<file path="src/rtl/core/serial_motion_sensor_port_top_assert.svh">
// assertion helpers for the motion sensor port
`ifndef SERIAL_MOTION_SENSOR_PORT_TOP_ASSERT_SVH
`define SERIAL_MOTION_SENSOR_PORT_TOP_ASSERT_SVH

// same-cycle implication
`define SMSP_ASSERT_IMP(lbl, clk, rstn, ante, cons, msg) \
  lbl: assert property (@(posedge clk) disable iff (!(rstn)) (ante) |-> (cons)) \
    else $error(msg);

// next-cycle implication
`define SMSP_ASSERT_NXT(lbl, clk, rstn, ante, cons, msg) \
  lbl: assert property (@(posedge clk) disable iff (!(rstn)) (ante) |=> (cons)) \
    else $error(msg);

`endif

</file>
<file path="src/rtl/core/smsp_pkg.sv">
`default_nettype none
package smsp_pkg;

  localparam int unsigned REGISTER_COUNT_DEF = 18;

  localparam logic [7:0] REG_STATUS   = 8'h02;
  localparam logic [7:0] REG_DX       = 8'h03;
  localparam logic [7:0] REG_DY       = 8'h04;
  localparam logic [7:0] REG_CONFIG   = 8'h0A;
  localparam logic [7:0] REG_FRAME_LO = 8'h10;
  localparam logic [7:0] REG_FRAME_HI = 8'h11;

  localparam logic [7:0] FRAME_LO_RST = 8'h20;
  localparam logic [7:0] FRAME_HI_RST = 8'hD1;
  localparam logic [7:0] MOTION_FLAG  = 8'h80;
  localparam logic [7:0] ADDR_MASK    = 8'h7F;
  localparam logic [3:0] BYTE_BITS    = 4'd8;

  typedef enum logic [1:0] {
    PH_ADDR  = 2'd0,
    PH_WRITE = 2'd1,
    PH_READ  = 2'd2
  } phase_e;

  typedef struct packed {
    logic              mode;
    logic              sclk;
    logic              sdata;
    logic              rumble;
    logic signed [7:0] motion_x;
    logic signed [7:0] motion_y;
  } step_t;

  typedef struct packed {
    logic serial_out;
    logic rumble_level;
  } result_t;

  function automatic logic [7:0] init_reg(input logic [6:0] a);
    logic [7:0] v;
    case (a)
      7'd0:    v = 8'h03;
      7'd1:    v = 8'h20;
      7'd5:    v = 8'h80;
      7'd6:    v = 8'h20;
      7'd7:    v = 8'h3F;
      7'd14:   v = 8'h64;
      7'd16:   v = 8'h20;
      7'd17:   v = 8'hD1;
      default: v = 8'h00;
    endcase
    return v;
  endfunction

endpackage
`default_nettype wire

</file>
<file path="src/rtl/core/smsp_ram.sv">
`default_nettype none
module smsp_ram #(
  parameter int unsigned WIDTH = 8,
  parameter int unsigned DEPTH = 18,
  localparam int unsigned AW = (DEPTH > 1) ? $clog2(DEPTH) : 1
) (
  input  wire logic             clk_i,
  input  wire logic             we_i,
  input  wire logic [AW-1:0]    waddr_i,
  input  wire logic [WIDTH-1:0] wdata_i,
  input  wire logic [AW-1:0]    raddr_i,
  output logic      [WIDTH-1:0] rdata_o
);

  logic [WIDTH-1:0] mem_q [DEPTH];
  logic [WIDTH-1:0] rdata_q;

  always_ff @(posedge clk_i) begin
    if (we_i) begin
      mem_q[waddr_i] <= wdata_i;
    end
    rdata_q <= mem_q[raddr_i];
  end

  assign rdata_o = rdata_q;

endmodule
`default_nettype wire

</file>
<file path="src/rtl/core/smsp_core.sv">
`default_nettype none
module smsp_core #(
  parameter int unsigned REGISTER_COUNT = smsp_pkg::REGISTER_COUNT_DEF,
  localparam int unsigned AW = $clog2(REGISTER_COUNT)
) (
  input  wire logic              clk_i,
  input  wire logic              rst_ni,
  input  wire logic              step_valid_i,
  input  wire smsp_pkg::step_t   step_i,
  output smsp_pkg::result_t      res_o
);

  smsp_pkg::phase_e phase_q, phase_d;
  logic [3:0] bc_q, bc_d;
  logic [7:0] addr_q, addr_d;
  logic [7:0] wshift_q, wshift_d;
  logic       last_clk_q, last_clk_d;
  logic       out_bit_q, out_bit_d;
  logic       rumble_q, rumble_d;
  logic [7:0] pdx_q, pdx_d, pdy_q, pdy_d;
  logic [7:0] status_q, status_d, dx_q, dx_d, dy_q, dy_d;
  logic [7:0] config_q, config_d, frame_lo_q, frame_lo_d, frame_hi_q, frame_hi_d;
  logic [REGISTER_COUNT-1:0] valid_q, valid_d;

  logic          ram_we;
  logic [7:0]    ram_rdata;
  logic [AW-1:0] idx;
  logic          in_range;
  logic          rising, low_low;
  logic [7:0]    rd_byte;

  assign idx      = addr_q[AW-1:0];
  assign in_range = addr_q < 8'(REGISTER_COUNT);
  assign rising   = !last_clk_q && step_i.sclk;
  assign low_low  = !last_clk_q && !step_i.sclk;

  smsp_ram #(
    .WIDTH (8),
    .DEPTH (REGISTER_COUNT)
  ) u_regs (
    .clk_i   (clk_i),
    .we_i    (ram_we),
    .waddr_i (idx),
    .wdata_i (wshift_q),
    .raddr_i (idx),
    .rdata_o (ram_rdata)
  );

  always_comb begin
    if (addr_q == smsp_pkg::REG_STATUS) begin
      rd_byte = status_q;
    end else if (addr_q == smsp_pkg::REG_DX) begin
      rd_byte = dx_q;
    end else if (addr_q == smsp_pkg::REG_DY) begin
      rd_byte = dy_q;
    end else if (addr_q == smsp_pkg::REG_CONFIG) begin
      rd_byte = config_q;
    end else if (addr_q == smsp_pkg::REG_FRAME_LO) begin
      rd_byte = frame_lo_q;
    end else if (addr_q == smsp_pkg::REG_FRAME_HI) begin
      rd_byte = frame_hi_q;
    end else if (!in_range) begin
      rd_byte = '0;
    end else if (valid_q[idx]) begin
      rd_byte = ram_rdata;
    end else begin
      rd_byte = smsp_pkg::init_reg(addr_q[6:0]);
    end
  end

  always_comb begin
    phase_d    = phase_q;
    bc_d       = bc_q;
    addr_d     = addr_q;
    wshift_d   = wshift_q;
    last_clk_d = last_clk_q;
    out_bit_d  = out_bit_q;
    rumble_d   = rumble_q;
    pdx_d      = pdx_q;
    pdy_d      = pdy_q;
    status_d   = status_q;
    dx_d       = dx_q;
    dy_d       = dy_q;
    config_d   = config_q;
    frame_lo_d = frame_lo_q;
    frame_hi_d = frame_hi_q;
    valid_d    = valid_q;
    ram_we     = 1'b0;

    if (step_valid_i && step_i.mode) begin
      pdx_d = step_i.motion_x;
      pdy_d = step_i.motion_y;
    end else if (step_valid_i) begin
      rumble_d = step_i.rumble;
      case (phase_q)
        smsp_pkg::PH_ADDR: begin
          if (rising && bc_q < smsp_pkg::BYTE_BITS) begin
            addr_d = {addr_q[6:0], step_i.sdata};
            bc_d   = bc_q + 4'd1;
          end else if (bc_q == smsp_pkg::BYTE_BITS) begin
            if (addr_q[7]) begin
              phase_d  = smsp_pkg::PH_WRITE;
              addr_d   = addr_q & smsp_pkg::ADDR_MASK;
              wshift_d = '0;
            end else begin
              phase_d = smsp_pkg::PH_READ;
              if (addr_q == smsp_pkg::REG_STATUS) begin
                if (pdx_q != '0 || pdy_q != '0) begin
                  status_d = status_q | smsp_pkg::MOTION_FLAG;
                end
                dx_d  = pdx_q;
                dy_d  = pdy_q;
                pdx_d = '0;
                pdy_d = '0;
              end
            end
            bc_d = '0;
          end
        end
        smsp_pkg::PH_WRITE: begin
          if (rising && bc_q < smsp_pkg::BYTE_BITS) begin
            wshift_d = {wshift_q[6:0], step_i.sdata};
            bc_d     = bc_q + 4'd1;
          end else if (low_low && bc_q == smsp_pkg::BYTE_BITS) begin
            phase_d = smsp_pkg::PH_ADDR;
            bc_d    = '0;
            if (in_range) begin
              ram_we       = 1'b1;
              valid_d[idx] = 1'b1;
              if (addr_q == smsp_pkg::REG_STATUS)   status_d   = wshift_q;
              if (addr_q == smsp_pkg::REG_DX)       dx_d       = wshift_q;
              if (addr_q == smsp_pkg::REG_DY)       dy_d       = wshift_q;
              if (addr_q == smsp_pkg::REG_CONFIG)   config_d   = wshift_q;
              if (addr_q == smsp_pkg::REG_FRAME_LO) frame_lo_d = wshift_q;
              if (addr_q == smsp_pkg::REG_FRAME_HI) frame_hi_d = wshift_q;
            end
          end
        end
        smsp_pkg::PH_READ: begin
          if (rising && bc_q < smsp_pkg::BYTE_BITS) begin
            out_bit_d = rd_byte[~bc_q[2:0]];
            bc_d      = bc_q + 4'd1;
          end else if (low_low && bc_q == smsp_pkg::BYTE_BITS) begin
            phase_d = smsp_pkg::PH_ADDR;
            bc_d    = '0;
            if (addr_q == smsp_pkg::REG_STATUS) status_d = status_q & smsp_pkg::ADDR_MASK;
            if (addr_q == smsp_pkg::REG_DX)     dx_d     = '0;
            if (addr_q == smsp_pkg::REG_DY)     dy_d     = '0;
          end
        end
        default: begin
        end
      endcase
      last_clk_d = step_i.sclk;

      // config bit 7 forces a partial reset
      if (config_d[7]) begin
        pdx_d      = '0;
        pdy_d      = '0;
        rumble_d   = 1'b0;
        phase_d    = smsp_pkg::PH_ADDR;
        bc_d       = '0;
        addr_d     = '0;
        wshift_d   = '0;
        last_clk_d = 1'b0;
        out_bit_d  = 1'b0;
        status_d   = '0;
        dx_d       = '0;
        dy_d       = '0;
        config_d   = '0;
        frame_lo_d = smsp_pkg::FRAME_LO_RST;
        frame_hi_d = smsp_pkg::FRAME_HI_RST;
      end
    end

    res_o.serial_out   = out_bit_d;
    res_o.rumble_level = rumble_d;
  end

  always_ff @(posedge clk_i or negedge rst_ni) begin
    if (!rst_ni) begin
      phase_q    <= smsp_pkg::PH_ADDR;
      bc_q       <= '0;
      addr_q     <= '0;
      wshift_q   <= '0;
      last_clk_q <= 1'b0;
      out_bit_q  <= 1'b0;
      rumble_q   <= 1'b0;
      pdx_q      <= '0;
      pdy_q      <= '0;
      status_q   <= '0;
      dx_q       <= '0;
      dy_q       <= '0;
      config_q   <= '0;
      frame_lo_q <= smsp_pkg::FRAME_LO_RST;
      frame_hi_q <= smsp_pkg::FRAME_HI_RST;
      valid_q    <= '0;
    end else begin
      phase_q    <= phase_d;
      bc_q       <= bc_d;
      addr_q     <= addr_d;
      wshift_q   <= wshift_d;
      last_clk_q <= last_clk_d;
      out_bit_q  <= out_bit_d;
      rumble_q   <= rumble_d;
      pdx_q      <= pdx_d;
      pdy_q      <= pdy_d;
      status_q   <= status_d;
      dx_q       <= dx_d;
      dy_q       <= dy_d;
      config_q   <= config_d;
      frame_lo_q <= frame_lo_d;
      frame_hi_q <= frame_hi_d;
      valid_q    <= valid_d;
    end
  end

endmodule
`default_nettype wire

</file>
<file path="src/rtl/core/serial_motion_sensor_port_top.sv">
`default_nettype none
// channel  | dir | tdata bits (low first)                          | tuser
// s_axis   | in  | sclk, sdata, rumble_request, motion_x, motion_y | mode
// m_axis   | out | serial_out, rumble_level                        | -
//
// one request per cycle sustained unless the output stalls; a request waits in the input
// register, and its result is registered into the output register when it fires
// the sensor register file is a one-port-write ram with registered read;
// per-entry valid bits give the power-up values, so no clearing pass
// asynchronous active-low reset clears all control state
// a stalled output holds the input register; s_axis_tready drops only then
module serial_motion_sensor_port_top #(
  parameter int unsigned REGISTER_COUNT = smsp_pkg::REGISTER_COUNT_DEF
) (
  input  wire logic        clk_i,
  input  wire logic        rst_ni,
  input  wire logic        s_axis_tvalid,
  output logic             s_axis_tready,
  input  wire logic [23:0] s_axis_tdata,  // sclk, sdata, rumble_request, motion_x, motion_y
  input  wire logic        s_axis_tuser,  // mode
  output logic             m_axis_tvalid,
  input  wire logic        m_axis_tready,
  output logic      [7:0]  m_axis_tdata   // serial_out, rumble_level
);

  logic              in_valid_q;
  smsp_pkg::step_t   in_q;
  logic              out_valid_q;
  smsp_pkg::result_t out_q;
  smsp_pkg::result_t res;
  logic              fire;
  logic              s_accept;

  assign fire          = in_valid_q && (!out_valid_q || m_axis_tready);
  assign s_axis_tready = !in_valid_q || fire;
  assign s_accept      = s_axis_tvalid && s_axis_tready;

  always_ff @(posedge clk_i or negedge rst_ni) begin
    if (!rst_ni) begin
      in_valid_q  <= 1'b0;
      out_valid_q <= 1'b0;
    end else begin
      if (s_accept) begin
        in_valid_q <= 1'b1;
      end else if (fire) begin
        in_valid_q <= 1'b0;
      end
      if (fire) begin
        out_valid_q <= 1'b1;
      end else if (m_axis_tready) begin
        out_valid_q <= 1'b0;
      end
    end
  end

  always_ff @(posedge clk_i) begin
    if (s_accept) begin
      in_q.mode     <= s_axis_tuser;
      in_q.sclk     <= s_axis_tdata[0];
      in_q.sdata    <= s_axis_tdata[1];
      in_q.rumble   <= s_axis_tdata[2];
      in_q.motion_x <= s_axis_tdata[10:3];
      in_q.motion_y <= s_axis_tdata[18:11];
    end
    if (fire) begin
      out_q <= res;
    end
  end

  smsp_core #(
    .REGISTER_COUNT (REGISTER_COUNT)
  ) u_core (
    .clk_i        (clk_i),
    .rst_ni       (rst_ni),
    .step_valid_i (fire),
    .step_i       (in_q),
    .res_o        (res)
  );

  assign m_axis_tvalid = out_valid_q;
  assign m_axis_tdata  = {6'b0, out_q.rumble_level, out_q.serial_out};

`include "serial_motion_sensor_port_top_assert.svh"

  `SMSP_ASSERT_NXT(a_fire_gives_result, clk_i, rst_ni, fire, m_axis_tvalid, "result lost")
  `SMSP_ASSERT_NXT(a_rumble_follows, clk_i, rst_ni, fire && !in_q.mode && !in_q.rumble,
    !m_axis_tdata[1], "rumble level without request")
  `SMSP_ASSERT_IMP(a_stall_blocks_input, clk_i, rst_ni,
    in_valid_q && out_valid_q && !m_axis_tready, !s_axis_tready, "input taken while stalled")

endmodule
`default_nettype wire

</file>
<file path="config.mk">
export PLATFORM = sky130hd
export DESIGN_NAME = serial_motion_sensor_port_top
export DESIGN_NICKNAME = d
export VERILOG_FILES = /design/src/rtl/core/smsp_pkg.sv /design/src/rtl/core/smsp_ram.sv /design/src/rtl/core/smsp_core.sv /design/src/rtl/core/serial_motion_sensor_port_top.sv
export VERILOG_INCLUDE_DIRS = /design/src /design/src/rtl/core
export SDC_FILE = /design/constraint.sdc
export NUM_CORES = 1
export LEC_CHECK = 0
export BUFFER_PORTS_ARGS = -buffer_cell sky130_fd_sc_hd__buf_2
export CAP_MARGIN = 40
export CORE_ASPECT_RATIO = 2
export CORE_MARGIN = 4
export CORE_UTILIZATION = 45
export CTS_CLUSTER_DIAMETER = 150
export CTS_CLUSTER_SIZE = 16
export DETAILED_ROUTE_END_ITERATION = 10
export PLACE_DENSITY = 0.71
export SETUP_SLACK_MARGIN = 0.5
export SLEW_MARGIN = 20
export SYNTH_ARGS = -nofsm -noshare
export SYNTH_HDL_FRONTEND = slang
export SYNTH_HIERARCHICAL = 1
export SYNTH_SLANG_ARGS = --single-unit
</file>
<file path="constraint.sdc">
create_clock -name clk_i -period 6.7 [get_ports clk_i]
set_input_delay 1.34 -clock clk_i [delete_from_list [all_inputs] [get_ports clk_i]]
set_output_delay 1.34 -clock clk_i [all_outputs]
set_load 0.02 [all_outputs]
</file>
==> results.md <==
- Status: completed
- Hold path startpoint: u_core/valid_q[10]$_DFFE_PN0P_
- Largest register by flop count: u_core/u_regs/mem_q
- WL met3: 1.264 mm
- Pleak: 0.005180 uW
- Worst reg2reg path startpoint: u_core/bc_q[0]$_DFFE_PN0P_
- Synth Flop Type: edfxtp_1
- Final worst path period share: 60.55%
- CTS tree: built
- Row Count: 86
- Slowest stage delay, CP: 0.71 ns
- Xor/xnor share of the synthesized area: 0.1390%
- Commonest non-fill, non-tap cells in the layout: edfxtp_1, dfrtp_1, nand2_1
- Drt drc: 0
- CP max FO: 10
- Die Height: 244.6 um
- Multi-input gate area: 4379 um2
- Top cells by area, synth: edfxtp_1, dfrtp_1, mux4_2
- Fraction of synthesized area in multiplexers: 10.51%
- Core Region: 27550 um2
- CP startpoint kind: register
- Top-area cell type share of the netlist area: 39.57%
- # diodes: 0
- Top routing layer in use: met4
- Unrepaired setup endpoints after global routing: no
- Worst setup path category: register to register
- Remaining global-route overflow: 0
- Clock latency on the worst-skew pair: 0.53 ns
- Post_cts resized: 0
- Detail Route Antenna Nets: 0
- Top Ports: 39
- Placed instance area: 13080 um2
- Die Area: 30900 um2
- Fin. max-slew vios: 0
- Vias in the first global route: 8230
- Cells after Synth: 927
- Buffers on Ports: 27
- CP bufs+invs: 2
- Clock sinks: 282
- Root Buffer: clkbuf_16
- First-pass GRT wire length: 47.91 mm
- Synth warn: 6
- CTS buffer count: 21
- Adder-cell share of the synthesized area: 0.7945%
- Crit path time final: 4.057 ns
- Worst-margin pin slew: 0.8750 ns
- Synth Cell Area: 12600 um2
- Crit-path leading delay family: simple AND/OR/NAND/NOR gates
- First-pass DRT Iterations: 5
- Dpl ws: 2.448 ns
- WL met2: 17.09 mm
- Synth Register Bits: 282
- Worst rel slew slack: 40.85%
- Main combinational cell family by area after synthesis: compound AO/OA/AOI/OAI gates
- RePlAce Congestion: 0.9749
- Worst Setup SP: u_core/bc_q[0]$_DFFE_PN0P_
- Dpl hpwl: 21.62 mm
- Drt initial violations: 427
- Register area: 7860 um2
- Final setup TNS: 0 ns
- Post-synth ARST share: 38.30%
- Initial antenna violation count: 0
- Final nets: 986
- Synth Area per Inst: 13.59 um2
- Metal1 wirelength: 10.10 mm
- Area share of and/or/nand/nor cells after synthesis: 11.19%
- Final Skew: 0.01172 ns
- Placed Instances: 1270
- Worst path setup slack after routing: 2.643 ns
- Global Route Usage Sum: 20.11%
- Post-synth EDFFs: 166
- Fillers: 2437
- Clock buffer depth: 3
- Slowest stage cell, crit path: nor4_2
- Setup Buffers After CTS: 0
- Worst hold path class: register to register
- Crit path capture type: register
- Yosys top cell by area: edfxtp_1
- Via count: 7994
- Routed len/inst: 23.47 um
- Die width: 126.3 um
- Final Instance Area: 13770 um2
- CTS H-tree depth: 1
- Worst EP required: 6.89 ns
- Max-cap violation count: 0
- WL final: 30.89 mm
- Commonest non-fill, non-tap cell in the layout: edfxtp_1
- Peak Freq: 0.2465 GHz
- Number of vias per cell: 6.074
- Final cell count without fillers: 1316
- Layout area overhead: 9.326%
- Max rail drop VDD: 0.2965 mV
- Largest regs: u_core/u_regs/mem_q: 144 flops, in_q: 20 flops, u_core/valid_q: 18 flops
- Largest net degree at the start of global routing: 58
- Sequential fraction of the synthesis area: 62.34%
- Count of hold-fix buffers inserted at cts: 0
- Reg clk slew, reported paths: 0.08 ns
- WP data arrival: 4.24 ns
- Pwr dens: 330.8 nW/um2
- Post-synthesis cell type count: 87
- Synth Area in Compound Gates: 11.81%
- Starting density of the core: 45.73%
- Number of hold violations in the final report: 0
- Max reg flops: 144
- Layout cell share with drive strength beyond 1: 17.63%
- Endpoints failing setup: 0
- Worst-path cell chain: inv_1 > ha_1 > nand3b_4 > or4_1 > nor4_2 > buf_4 > o21ai_0 > a221oi_1 > a32oi_1
## area by class of cell
type,instances,share of cell area (%)
clock inverters,2,0.1272
multi-input cells,573,31.80
well taps,352,3.198
flip-flops and latches,282,57.07
clock buffers,36,4.224
repair buffers,57,3.207
inverters,14,0.3815
## final timing paths
kind                                                         end  slack, ns  cells past startpoint
worst max-delay path                   m_axis_tdata[0]$_DFFE_PP_       2.64                      9
worst min-delay path              u_core/valid_q[10]$_DFFE_PN0P_       0.46                      1
worst max register to register         m_axis_tdata[0]$_DFFE_PP_       2.64                      9
worst min register to register    u_core/valid_q[10]$_DFFE_PN0P_       0.46                      1
max in group asynchronous       u_core/frame_lo_q[5]$_DFFE_PN1P_       4.89                      3
min in group asynchronous             u_core/bc_q[2]$_DFFE_PN0P_       0.76                      1
## metrics by stage
stage,utilization (%),total power (uW),hold slack [ns]
global route,50.00,4763,0.4769
CTS,49.64,4562,0.4583
detailed placement,47.47,3390,0.4403
finish,50.00,4557,0.4564
global placement,47.16,3375,0.4322
floorplan,-,3038,0.4226
## where the power goes
group          switching (uW)  internal [uW]
Combinational             808            515
Sequential                129           1930
Clock                     582            594
## cells in the mapped netlist, drive strengths merged, types with 12 or more instances
master / n
dfrtp: 103
mux2: 25
mux2i: 34
a21o: 16
inv: 13
nor2: 62
clkbuf: 25
nand2: 86
nor4: 16
buf: 38
mux4: 28
nand3: 23
nor3: 12
a22o: 34
edfxtp: 166
a21oi: 14
o21ai: 55
## kinds of logic (layout without fill, tap and decap cells)
family                   after synthesis  count (layout)
other                                  1               6
AND/OR/NAND/NOR                      272             272
AO/OA/AOI/OAI                        198             198
adder cells (fa/ha/maj)                8               8
multiplexers                          87              87
flip-flops                           282             282
buffers and inverters                 77             109
XOR/XNOR                               2               2
## metal layers
metal  GRT usage (%)  vias up
met3           2.265       99
met2           38.20      282
met1           20.38     4037
met5               0        -
li1                -     3576
met4           12.89        0
No activity file was read; power rests on OpenSTA's default activity.
